<file path="src/hdl/smc_ram.sv">
// smc_ram: generic single-clock RAM, one write port, two registered read ports.
// Used for the shape header table and the mask row store.
// No dependencies.
module smc_ram #(
    parameter int WIDTH = 8,
    parameter int DEPTH = 16,
    localparam int AW   = (DEPTH > 1) ? $clog2(DEPTH) : 1
) (
    input  logic             i_clk,
    input  logic             i_we,
    input  logic [AW-1:0]    i_waddr,
    input  logic [WIDTH-1:0] i_wdata,
    input  logic [AW-1:0]    i_raddr0,
    input  logic [AW-1:0]    i_raddr1,
    output logic [WIDTH-1:0] o_rdata0,
    output logic [WIDTH-1:0] o_rdata1
);

    logic [WIDTH-1:0] r_mem [DEPTH];
    logic [WIDTH-1:0] r_rdata0;
    logic [WIDTH-1:0] r_rdata1;

    // write port
    always_ff @(posedge i_clk) begin
        if (i_we) begin
            r_mem[i_waddr] <= i_wdata;
        end
    end

    // registered reads
    always_ff @(posedge i_clk) begin
        r_rdata0 <= r_mem[i_raddr0];
        r_rdata1 <= r_mem[i_raddr1];
    end

    assign o_rdata0 = r_rdata0;
    assign o_rdata1 = r_rdata1;

endmodule

</file>
<file path="config.mk">
export PLATFORM = sky130hd
export DESIGN_NAME = smc_ram
export DESIGN_NICKNAME = d
export VERILOG_FILES = /design/src/hdl/smc_ram.sv
export SDC_FILE = /design/constraint.sdc
export NUM_CORES = 1
export LEC_CHECK = 0
export BUFFER_PORTS_ARGS = -buffer_cell sky130_fd_sc_hd__buf_4
export CAP_MARGIN = 20
export CORE_ASPECT_RATIO = 0.7
export CORE_MARGIN = 5
export CORE_UTILIZATION = 31
export DETAILED_ROUTE_END_ITERATION = 8
export GPL_TIMING_DRIVEN = 0
export PLACE_DENSITY_LB_ADDON = 0.15
export SLEW_MARGIN = 20
export SYNTH_ARGS = -nofsm -noshare
export SYNTH_HDL_FRONTEND = slang
export SYNTH_SLANG_ARGS = --single-unit
</file>
<file path="constraint.sdc">
create_clock -name i_clk -period 1.6 [get_ports i_clk]
set_input_delay 0.08 -clock i_clk [delete_from_list [all_inputs] [get_ports i_clk]]
set_output_delay 0.08 -clock i_clk [all_outputs]
set_load 0.005 [all_outputs]
</file>
Yosys cells after proc, flatten, opt, wreduce, memory -nomap -nowiden
Memories as Yosys holds them, arrays and structs flattened. A register that Yosys moved wholly into a read port is not among the register bits.
Index checks and enable logic that the tools add are counted.
{"block": "totals", "register_bits": 0, "mem_bits_rw": 128, "input_bits": 22, "output_inout_bits": 16, "word_cells": 3, "n_memories": 1}
{"name": "r_mem", "words": 16, "word_bits": 8, "read_ports": 2, "rd_clocked_by_memory_dff": 2, "write_ports": 1, "line": "19", "rtl": "logic [WIDTH-1:0] r_mem [DEPTH];"}
{"block": "classes", "mux": 2}
{"operator": "$mux 1", "count": 2}

Longest topological paths before layout
{"block": "depth", "word_depth": 2, "mapped_depth": 5, "mapped_depth_nobuf": 3}

Least setup slack after synthesis
No wires, ideal clock.
{"block": "synth_path", "kind": "in2reg", "from": "input port i_waddr[2]", "to": "memory r_mem[0][0], enable pin", "setup_ps": 383, "arrival_ps": 1190, "required_time_ps": 1217, "path_slack_ps": 27, "stages": 2, "path_buffers": 0, "cell_sequence": "or3b_2 -> nor3_1"}
{"element": "start, declared", "line": "11", "rtl": "input logic [AW-1:0] i_waddr,"}
{"element": "end, declared", "line": "19"}
Straight into the memory's write port.

==> qor.yml <==
clock_tree:
  numClockSinks: 144
  cts.path.max_buffers: 2
  cts_buffers: 17
  cts_tree: "done"
  clock_latency_ns: 0.42
  cts_setup_buffers: 0
  cts_root_buf: "clkbuf_16"
  clk_pin_slew_worst_paths_ns: 0.07
  cts_htree_levels: 4
hold_path:
  min_from: "i_waddr[0]"
  min_path_type: "in -> reg"
timing:
  period_minus_slack_ns: 1.535
  slew_viol_final: 0
  tightest_slew_ns: 1.069
  whs_ns: 0.02716
  max_freq_mhz: 651.5
  setup_viol: 0
  period_share_pct: 95.94
  maxSlewHeadroom_pct: 28.44
  hold_viol: 0
  fin_skew_ns: 0.006825
  tns_ns: 0
  rsz0062_at_grt: "false"
synthesis:
  synth-xor-area-share_pct: 0
  synthAdderAreaFrac_pct: 0
  syn_area_sq_mm: 0.006346
  yosysWarnings: 0
  synth-simple-area-share_pct: 3.431
  yosysSeqAreaShare_pct: 65.62
  synth_seq_cells: 144
  syn_avg_cell_area_sq_um: 20.67
  synth_compound_area_share_pct: 3.785
  muxShareOfSynthArea_pct: 24.45
  synth_top_family_by_area: "multiplexers"
  syn_inst: 307
  synth_nets: 329
  synthDistinctLibCells: 20
worst_setup_path:
  reg2regPathDepth: 3
  critPathMaxFanout: 2
  rrSetupSlack_ns: 0.07
  cp.arrival_ns: 1.84
  crit_end: "o_rdata0[0]"
  max_stage_delay_ns: 0.62
  r2r-start: "r_mem[3][0]"
  crit_family: "multiplexers"
  crit_chain: "mux4_4 > a22oi_1 > nand2_1"
  crit_required_ns: 1.90
  worst-path-stages: 3
  start_kind: "register"
  worst-path-buf-inv: 0
  startpoint: "r_mem[3][0]"
  critPathKind: "reg -> reg"
  cpMaxStageDelayCell: "mux4_4"
  cp-end-kind: "register"
  worstReg2RegEnd: "o_rdata0[0]"
die:
  dieHeight_microns: 129.7
  start_util_pct: 31.79
  core-area_sq_mm: 0.01996
  die_area_sq_mm: 0.02348
  die_w_microns: 181.0
  core.rowCount: 43
  io_pins: 38
power:
  p_clk_share_pct: 43.7
  switching_share_pct: 23.50
  power_density_mw_per_mm2: 1151
  combinationalPowerShare_pct: 8.1
  leakagePower_nw: 2.608
  irDropWorstVdd_mv: 0.6773
  internal-power_w: 0.006747
  seq_power_share_pct: 48.1
  p_switching_w: 0.002073
  finalPower_w: 0.008820
global_route:
  grt_pass1_vias: 3626
  grt_overflow_total: 0
  grt_usage_pct: 14.07
  antenna_found_initial: 0
  grt_max_degree: 17
  grt_pass1_wl_microns: 23530
routing:
  vias_per_cell: 5.251
  first_pass_iters: 5
  routedWlPerCell_microns: 24.47
  via_count: 3450
  routed_wl_microns: 16080
  postRouteAntennaNets: 0
  drt-initial-drc-count: 221
  drcViolationCount: 0
layout:
  design_area_sq_mm: 0.007665
  fin_util_pct: 38.40
  nets: 396
  diodes: 0
  layout_common_cells: "edfxtp_1, buf_4, mux4_2"
  fillers: 1834
  final_common_cell: "edfxtp_1"
  synthToLayoutAreaGrowth_pct: 20.78
  drive_above_1_share_pct: 34.88
flow_run:
  max_cap_violations: 0
place:
  placed_area_sq_mm: 0.006997
  gp_congestion: 0.7387
  hpwl_microns: 11050
  io_buffers: 35
status:
  status: "finished, final reports clean"
==> layout make-up <==
cell class | instances | area [sq um] | area share, %
flip-flops and latches | 144 | 4164 | 54.33
multi-input cells | 143 | 2034 | 26.54
clock buffers | 17 | 425.4 | 5.550
repair buffers | 48 | 380.4 | 4.962
well taps | 270 | 337.8 | 4.407
plain buffers | 20 | 172.7 | 2.253
clock inverters | 15 | 150.1 | 1.959
==> synth_stat cells (all sizes together) <==
| cell | number | share of area, % |
|---|---|---|
| a22oi | 32 | 3.8 |
| and2 | 2 | 0.20 |
| and2b | 2 | 0.24 |
| buf | 14 | 1.8 |
| clkdlybuf4s25 | 6 | 0.95 |
| dfxtp | 16 | 5.0 |
| edfxtp | 128 | 61 |
| mux4 | 64 | 24 |
| nand2 | 17 | 1.0 |
| nand2b | 2 | 0.20 |
| nand3 | 1 | 0.079 |
| nand3b | 2 | 0.24 |
| nor2 | 14 | 0.83 |
| nor2b | 2 | 0.20 |
| nor3 | 4 | 0.32 |
| or3b | 1 | 0.14 |
==> through the flow <==
stage | setup slack [ns] | instances
5_1_grt | 0.02313 | 657
2_1_floorplan | 0.02713 | 307
3_5_place_dp | -0.4298 | 616
3_3_place_gp | -0.8705 | 612
6_report | 0.06501 | 657
4_1_cts | 0.006783 | 656
==> layer usage <==
| metal | up-vias | global-route usage, % | wire length, microns | part of all wire (%) |
|---|---|---|---|---|
| met5 | - | 0 | 0 | 0 |
| met4 | 0 | 4.499 | 212 | 1.3 |
| met3 | 23 | 2.703 | 683 | 4.2 |
| met2 | 101 | 22.46 | 7461 | 46 |
| met1 | 1843 | 19.79 | 7723 | 48 |
| li1 | 1483 | - | - | - |
==> kinds of logic (layout without fill, tap and decap cells) <==
group / Yosys count / count (layout)
buffers and inverters: 20 / 100
AND/OR/NAND/NOR: 47 / 47
AO/OA/AOI/OAI: 32 / 32
multiplexers: 64 / 64
flip-flops: 144 / 144
==> sequential cells by signal, summed over array words and instances (netlist names) <==
register / count
o_rdata1: 8
o_rdata0: 8
r_mem: 128
==> power by group through the flow <==
stage	clock [W]	sequential, W	combinational, W
after floorplan	0	0.00432	0.000380
after global placement	0	0.00432	0.000707
after detailed placement	0	0.00432	0.000712
after CTS	0.00393	0.00425	0.000730
after global routing	0.00409	0.00425	0.000769
final	0.00386	0.00424	0.000717
==> how the worst min path moves through the flow <==
| stage | end | slack, ns | depth (start not counted) |
|---|---|---|---|
| after floorplan | r_mem[0][0] | 0.18 | 0 |
| final | r_mem[12][6] | 0.03 | 2 |
| after detailed placement | r_mem[1][6] | 0.39 | 1 |
| after CTS | r_mem[12][6] | 0.01 | 2 |
| after global placement | r_mem[6][6] | 0.39 | 1 |
| after global routing | r_mem[12][6] | 0.02 | 2 |
==> timing repair <==
action	4_1_cts	5_1_grt
hold buffers	8	0
gates resized for setup	1	0
setup endpoints to repair	8	0
hold endpoints to repair	128	0
Note: power is estimated with default switching activity, not from simulation.
