<file path="config.mk">
export PLATFORM = sky130hd
export DESIGN_NAME = smc_geom
export DESIGN_NICKNAME = d
export VERILOG_FILES = /design/src/hdl/smc_pkg.sv /design/src/hdl/smc_geom.sv
export SDC_FILE = /design/constraint.sdc
export NUM_CORES = 1
export LEC_CHECK = 0
export BUFFER_PORTS_ARGS = -buffer_cell sky130_fd_sc_hd__buf_2
export CAP_MARGIN = 20
export CORE_MARGIN = 2
export CORE_UTILIZATION = 51
export DETAILED_ROUTE_END_ITERATION = 16
export PLACE_DENSITY = 0.76
export RECOVER_POWER = 100
export SKIP_CTS_REPAIR_TIMING = 1
export SLEW_MARGIN = 20
export SYNTH_ARGS = -nofsm -noshare
export SYNTH_HDL_FRONTEND = slang
export SYNTH_SLANG_ARGS = --single-unit
</file>
<file path="constraint.sdc">
create_clock -name i_clk -period 5.3 [get_ports i_clk]
set_input_delay 1.06 -clock i_clk [delete_from_list [all_inputs] [get_ports i_clk]]
set_output_delay 1.06 -clock i_clk [all_outputs]
set_load 0.05 [all_outputs]
</file>
<file path="src/hdl/smc_pkg.sv">
// smc_pkg: shared types and constants of the sprite mask collision block.
// Holds operation codes, the shape header layout and the scan window word.
// No dependencies.
package smc_pkg;

    // Operation codes carried on i_operation
    localparam logic [1:0] OP_HDR_WR = 2'd0;
    localparam logic [1:0] OP_ROW_WR = 2'd1;
    localparam logic [1:0] OP_QUERY  = 2'd2;

    // Shape index field spans 64 shapes
    localparam int SHAPE_SPAN = 64;

    // Box coordinates inside shape A: 0..127 (7-bit width and height)
    localparam int COORD_W = 7;
    localparam int SPAN_W  = 128;

    // Relative box position: offset plus two origins, signed
    localparam int REL_W = 18;

    // One shape header word
    typedef struct packed {
        logic [6:0]         width;
        logic [6:0]         height;
        logic signed [12:0] origin_x;
        logic signed [12:0] origin_y;
        logic               pixel_perfect;
    } t_hdr;

    // Scan window in shape A coordinates, plus B alignment shifts
    typedef struct packed {
        logic                box_hit;
        logic                pp_a;
        logic                pp_b;
        logic [COORD_W-1:0]  cx1;
        logic [COORD_W-1:0]  cx2;
        logic [COORD_W-1:0]  cy1;
        logic [COORD_W-1:0]  cy2;
        logic signed [7:0]   sx;
        logic signed [7:0]   sy;
    } t_win;

endpackage

</file>
<file path="src/hdl/smc_geom.sv">
// smc_geom: two-stage box geometry for a query.
// Stage one forms B's box position relative to A; stage two runs the inclusive
// box test and clips the scan window. Depends on smc_pkg.
module smc_geom (
    input  logic               i_clk,
    input  logic               i_ld_rel,
    input  logic               i_ld_win,
    input  smc_pkg::t_hdr      i_hdr_a,
    input  smc_pkg::t_hdr      i_hdr_b,
    input  logic signed [15:0] i_dx,
    input  logic signed [15:0] i_dy,
    output smc_pkg::t_win      o_win
);

    logic signed [smc_pkg::REL_W-1:0] r_rbx1;
    logic signed [smc_pkg::REL_W-1:0] r_rby1;
    logic [6:0]                       r_wa;
    logic [6:0]                       r_ha;
    logic [6:0]                       r_wb;
    logic [6:0]                       r_hb;
    logic                             r_ppa;
    logic                             r_ppb;
    smc_pkg::t_win                    r_win;

    logic signed [smc_pkg::REL_W-1:0] rbx2;
    logic signed [smc_pkg::REL_W-1:0] rby2;
    logic signed [smc_pkg::REL_W-1:0] wa_s;
    logic signed [smc_pkg::REL_W-1:0] ha_s;
    logic                             box_x;
    logic                             box_y;
    smc_pkg::t_win                    n_win;

    // stage one: B box start relative to A box start (dx - oxB + oxA)
    always_ff @(posedge i_clk) begin
        if (i_ld_rel) begin
            r_rbx1 <= $signed({{2{i_dx[15]}}, i_dx})
                    - $signed({{5{i_hdr_b.origin_x[12]}}, i_hdr_b.origin_x})
                    + $signed({{5{i_hdr_a.origin_x[12]}}, i_hdr_a.origin_x});
            r_rby1 <= $signed({{2{i_dy[15]}}, i_dy})
                    - $signed({{5{i_hdr_b.origin_y[12]}}, i_hdr_b.origin_y})
                    + $signed({{5{i_hdr_a.origin_y[12]}}, i_hdr_a.origin_y});
            r_wa   <= i_hdr_a.width;
            r_ha   <= i_hdr_a.height;
            r_wb   <= i_hdr_b.width;
            r_hb   <= i_hdr_b.height;
            r_ppa  <= i_hdr_a.pixel_perfect;
            r_ppb  <= i_hdr_b.pixel_perfect;
        end
    end

    // stage two: inclusive box test and half-open window clip
    always_comb begin
        wa_s  = $signed({11'b0, r_wa});
        ha_s  = $signed({11'b0, r_ha});
        rbx2  = r_rbx1 + $signed({11'b0, r_wb});
        rby2  = r_rby1 + $signed({11'b0, r_hb});
        box_x = (r_rbx1 <= wa_s) && !rbx2[smc_pkg::REL_W-1];
        box_y = (r_rby1 <= ha_s) && !rby2[smc_pkg::REL_W-1];

        n_win.box_hit = box_x && box_y;
        n_win.pp_a    = r_ppa;
        n_win.pp_b    = r_ppb;
        // start values fit 7 bits once the box test passes
        n_win.cx1 = r_rbx1[smc_pkg::REL_W-1] ? '0 : r_rbx1[smc_pkg::COORD_W-1:0];
        n_win.cy1 = r_rby1[smc_pkg::REL_W-1] ? '0 : r_rby1[smc_pkg::COORD_W-1:0];
        n_win.cx2 = (rbx2 > wa_s) ? r_wa : rbx2[smc_pkg::COORD_W-1:0];
        n_win.cy2 = (rby2 > ha_s) ? r_ha : rby2[smc_pkg::COORD_W-1:0];
        // B alignment shift, within +-127 whenever the window is non-empty
        n_win.sx  = r_rbx1[7:0];
        n_win.sy  = r_rby1[7:0];
    end

    always_ff @(posedge i_clk) begin
        if (i_ld_win) begin
            r_win <= n_win;
        end
    end

    assign o_win = r_win;

endmodule

</file>
# --- Yosys cells after proc, flatten, opt, wreduce, memory -nomap -nowiden ---
# Cells that the tools add are included.
word_totals:
  ff_bits: 113
  in_bits: 117
  output_inout_bits: 47
  word_cells: 34
classes:
  n_addsub: 6
  order_cmp: 4
  n_mux: 2
  reduce_logical: 5
op_table:
  columns: ["op", "count"]
  rows:
  - ["17-bit by 13-bit adder with 18-bit output", 2]
  - ["18-bit by 8-bit adder with 18-bit output", 2]
  - ["18-bit by 8-bit > comparator with 1-bit output", 2]
  - ["18-bit by 8-bit <= comparator with 1-bit output", 2]
  - ["16-bit by 13-bit subtractor with 17-bit output", 2]
  - ["7-bit 2-to-1 mux", 2]
  - ["1-bit logical AND", 3]
  - ["1-bit logical NOT", 2]

# --- Logic depth before layout (Yosys ltp) ---
logic_depth:
  word_depth: 4
  depth_mapped: 15
  mapped_depth_nobuf: 15

# --- Worst setup path before layout ---
# OpenSTA, ideal clock, no wires.
synth_path:
  path_kind: "input-to-reg"
  start: "input port i_hdr_a[16] in the netlist's numbering"
  end: "register r_rbx1[16] in the netlist's numbering (data pin)"
  setup_ns: 0.258
  arrival_ns: 3.296
  setup_slack_ns: 1.746
  cell_stages: 12
  n_path_buf: 0
  cell_sequence: "inv_1 fa_1 inv_1 ha_1 nor2b_1 o21ai_0 a21oi_1 o31ai_1 a311oi_1 a211o_1 a21oi_1 xnor2_1"
synth_via:
  elab_chain_len: 1
synth_lines:
  columns: ["element", "line_no", "source"]
  rows:
  - ["start, declared", "smc_geom.sv:8", "input smc_pkg::t_hdr i_hdr_a,"]
  - ["17-bit by 13-bit adder with 18-bit output", "smc_geom.sv:38", "+ $signed({{5{i_hdr_a.origin_x[12]}}, i_hdr_a.origin_x});"]
  - ["end signal, assigned", "smc_geom.sv:36", "r_rbx1 <= $signed({{2{i_dx[15]}}, i_dx})"]
  - ["end, declared", "smc_geom.sv:15", "logic signed [smc_pkg::REL_W-1:0] r_rbx1;"]
# Every way passes these cells.
# A chain may end at the register's enable or synchronous reset.

==> results.ini <==
[outcome]
status=finished, violations left
violations=capacitance limit, slew limit

[global_route]
grt_pass1_vias=5456
track_usage=0.1928
grt_pass1_wl_um=24830
grt_antenna_before_repair=0
grt_overflow=0
grt_max_degree=48

[setup_path]
endpoint=o_win[30]$_DFFE_PP_
reg2reg_depth=15
reg2reg_from=r_rbx1[0]$_DFFE_PP_
cp.buffers_inverters=1
endpoint_kind=flip-flop
cp.depth=15
critPathMaxStageDelay_ps=660
crit_family=compound AO/OA/AOI/OAI gates
path_class=flip-flop to flip-flop
cp_max_fo=7
crit_chain=ha_1 -> inv_1 -> fa_1 -> nor2b_4 -> o31a_1 -> o21a_1 -> nor2_1 -> xnor2_1 -> ha_1 -> nand4_1 -> o22ai_1 -> o22ai_1 -> o211ai_1 -> o41ai_4 -> mux2_2
worstSetupStartpointType=flip-flop
worst_ep_arrival_time_ps=4120
worst_path_max_delay_cell=o41ai_4
crit_start=r_rbx1[0]$_DFFE_PP_
crit_required_ps=5460
regToRegEndpoint=o_win[30]$_DFFE_PP_
reg2reg_slack_ps=1350

[synthesis]
yosys_warnings=0
synth_top_family_by_area=adder cells
synthAdderAreaFrac=0.2117
netlist_area_mm2=0.007826
ys_seq_elements=113
synth_edf_count=113
synth_area_per_cell_um2=10.90
synth-async-reset-ratio=0
synthMuxAreaShare=0.02382
synthTopCellsByArea=edfxtp_1 43%, ha_1 12%, fa_1 8.7%, inv_1 7.9%, xnor2_1 2.9%
synth_top_area_share=0.4336
synth_cell_types=54
syn_inst=718
yosysSeqAreaShare=0.4336
synth-simple-area-share=0.09576
synth_top_flop_cell=edfxtp_1
synthXorXnorAreaFrac=0.04365
synth_fp_nets=947
yosysTopAreaCell=edfxtp_1
synth-compound-area-share=0.1119

[die]
rows=45
die_height_um=127.9
die_width_um=127.9
start_util=0.5187
dieArea_mm2=0.01635
top_level_ports=164
core_area_mm2=0.01509

[route]
drtIter0Drc=297
wl_per_cell_um=13.55
num_vias=5564
postRouteAntennaNets=0
vias_per_cell=5.063
drtPass1Iterations=4
routed_wl_um=14890
drc=0

[clocking]
cts_buffers=17
h-tree-depth=4
cts_max_path_buffers=2
cts_tree=yes
clk_pin_slew_worst_paths_ps=50
cts_root_buf=clkbuf_16
worstSkewPairLatency_ps=420
numClockSinks=113

[cells_and_area]
antenna_cells=0
fin_util=0.6165
fin_nets=1128
drive_above_1_share=0.1647
fillCellCount=1311
syn_to_final_growth_pct=18.86
fin_cells=1099

[placement]
place.detailed.hpwl_um=11480
io_buffers=163
post-place-cells=1068
gp_congestion=0.8563

[sta]
worst_pin_slew_ps=2783
rsz0062_at_grt=false
clock.fmax_ghz=0.2530
skew_ps=6.333
fin_crit_sh=0.7459
slew_violations=90
setup_viol=0
fin_tns_setup_ps=0
hold_viol_final=0
fin_crit_ps=3953
slew_headroom=-0.8554

[flow_run]
maxCapViolCount=2

[pwr]
p_leak_nw=4.377
power_density_mw_per_mm2=407.4
ir_drop_mv=0.1822

[min_path]
hold_path_class=flip-flop to flip-flop

routing by layer:
layer  global-route usage  routed length (um)  vias to the layer above
li1                     -                   -                     2836
met1               0.2447                6810                     2566
met2               0.3142                7005                      131
met3              0.04174                 637                       31
met4              0.09502                 440                        0
met5                    0                   0                        -
synthesized netlist by cell type (all sizes together), types with 2 or more instances:
| cell | n |
|---|---|
| inv | 164 |
| edfxtp | 113 |
| ha | 78 |
| nor2 | 37 |
| fa | 34 |
| a21oi | 33 |
| o21ai | 26 |
| xnor2 | 26 |
| nor2b | 22 |
| nand2 | 20 |
| a21o | 13 |
| mux2 | 13 |
| xor2 | 13 |
| nand3 | 12 |
| o21a | 12 |
| nor3 | 11 |
| nand4 | 9 |
| a31oi | 7 |
| and3 | 7 |
| nand2b | 6 |
| o31ai | 6 |
| or3 | 6 |
| nor4 | 5 |
| mux2i | 4 |
| o21bai | 4 |
| a211oi | 3 |
| a41oi | 3 |
| o22ai | 3 |
| a211o | 2 |
| a21boi | 2 |
| a22o | 2 |
| a311oi | 2 |
| and4 | 2 |
| clkbuf | 2 |
| nor4b | 2 |
| o211ai | 2 |
| o21ba | 2 |
| o31a | 2 |
kinds of logic (layout without fill, tap and decap cells):
kind of cell | Yosys count | after routing
muxes | 17 | 17
adders and majority gates | 112 | 112
DFF | 113 | 113
AOI/OAI and AO/OA | 129 | 129
and+or+nand+nor | 142 | 142
xor gates and xnor gates | 39 | 39
buffers and inverters | 166 | 359
flip-flops by register name (all words and copies together) (netlist names):
name and count:
o_win 47, r_rbx1 18, r_rby1 18, r_ha 7, r_hb 7, r_wa 7, r_wb 7, r_ppa 1
r_ppb 1
placed cells by master (no fill, tap or decap), types with 4 or more instances in the layout:
cell       count
nor2_1        37
o21bai_1       4
nand4_1        9
xnor2_1       26
nand2_1       20
nor4_1         5
ha_1          78
fa_1          34
nand3_1       12
xor2_1        13
clkbuf_1      63
a21o_1        13
o21ai_0       24
inv_1        164
or3_1          5
nor2b_1       21
o21a_1        12
mux2_2        12
buf_2        107
a31oi_1        7
clkbuf_16     17
o31ai_1        6
mux2i_1        4
clkinv_2       7
a21oi_1       33
nor3_1        11
edfxtp_1     113
nand2b_1       6
and3_1         7
cell type report:
type / instances / area (um2) / area share
Clock inverter: 8 / 65.06 / 0.006994
Inverter: 164 / 615.6 / 0.06617
Timing Repair Buffer: 164 / 749.5 / 0.08056
Sequential cell: 113 / 3393 / 0.3648
Clock buffer: 23 / 447.9 / 0.04815
Tap cell: 188 / 235.2 / 0.02529
Multi-Input combinational cell: 439 / 3796 / 0.4081
per-stage QoR:
stage               cell area (um2)  hold WS [ps]  power [mW]  setup WS [ps]
floorplan                      7826         400.3       2.458           1746
global route                   9303         436.5       4.050           1133
global placement               8877         403.8       2.792           1395
detailed placement             8877         415.5       2.822           1262
finish                         9303         425.5       3.790           1347
CTS                            9390         431.1       3.833           1351
report_power, final:
group	switching, mW	internal [mW]
sequential	0.129	1.23
combinational	0.870	0.569
clock	0.364	0.632
worst min-delay path by stage:
stage	from	endpoint	slack, ps	depth (start not counted)
CTS	r_ppa$_DFFE_PP_	o_win[45]$_DFFE_PP_	430	0
finish	r_ppa$_DFFE_PP_	o_win[45]$_DFFE_PP_	430	0
global placement	r_ppa$_DFFE_PP_	o_win[45]$_DFFE_PP_	400	0
detailed placement	r_ppa$_DFFE_PP_	o_win[45]$_DFFE_PP_	420	0
floorplan	r_ppb$_DFFE_PP_	o_win[44]$_DFFE_PP_	400	0
global route	r_ppb$_DFFE_PP_	o_win[44]$_DFFE_PP_	440	0
Power figures use the tool's default switching activity.
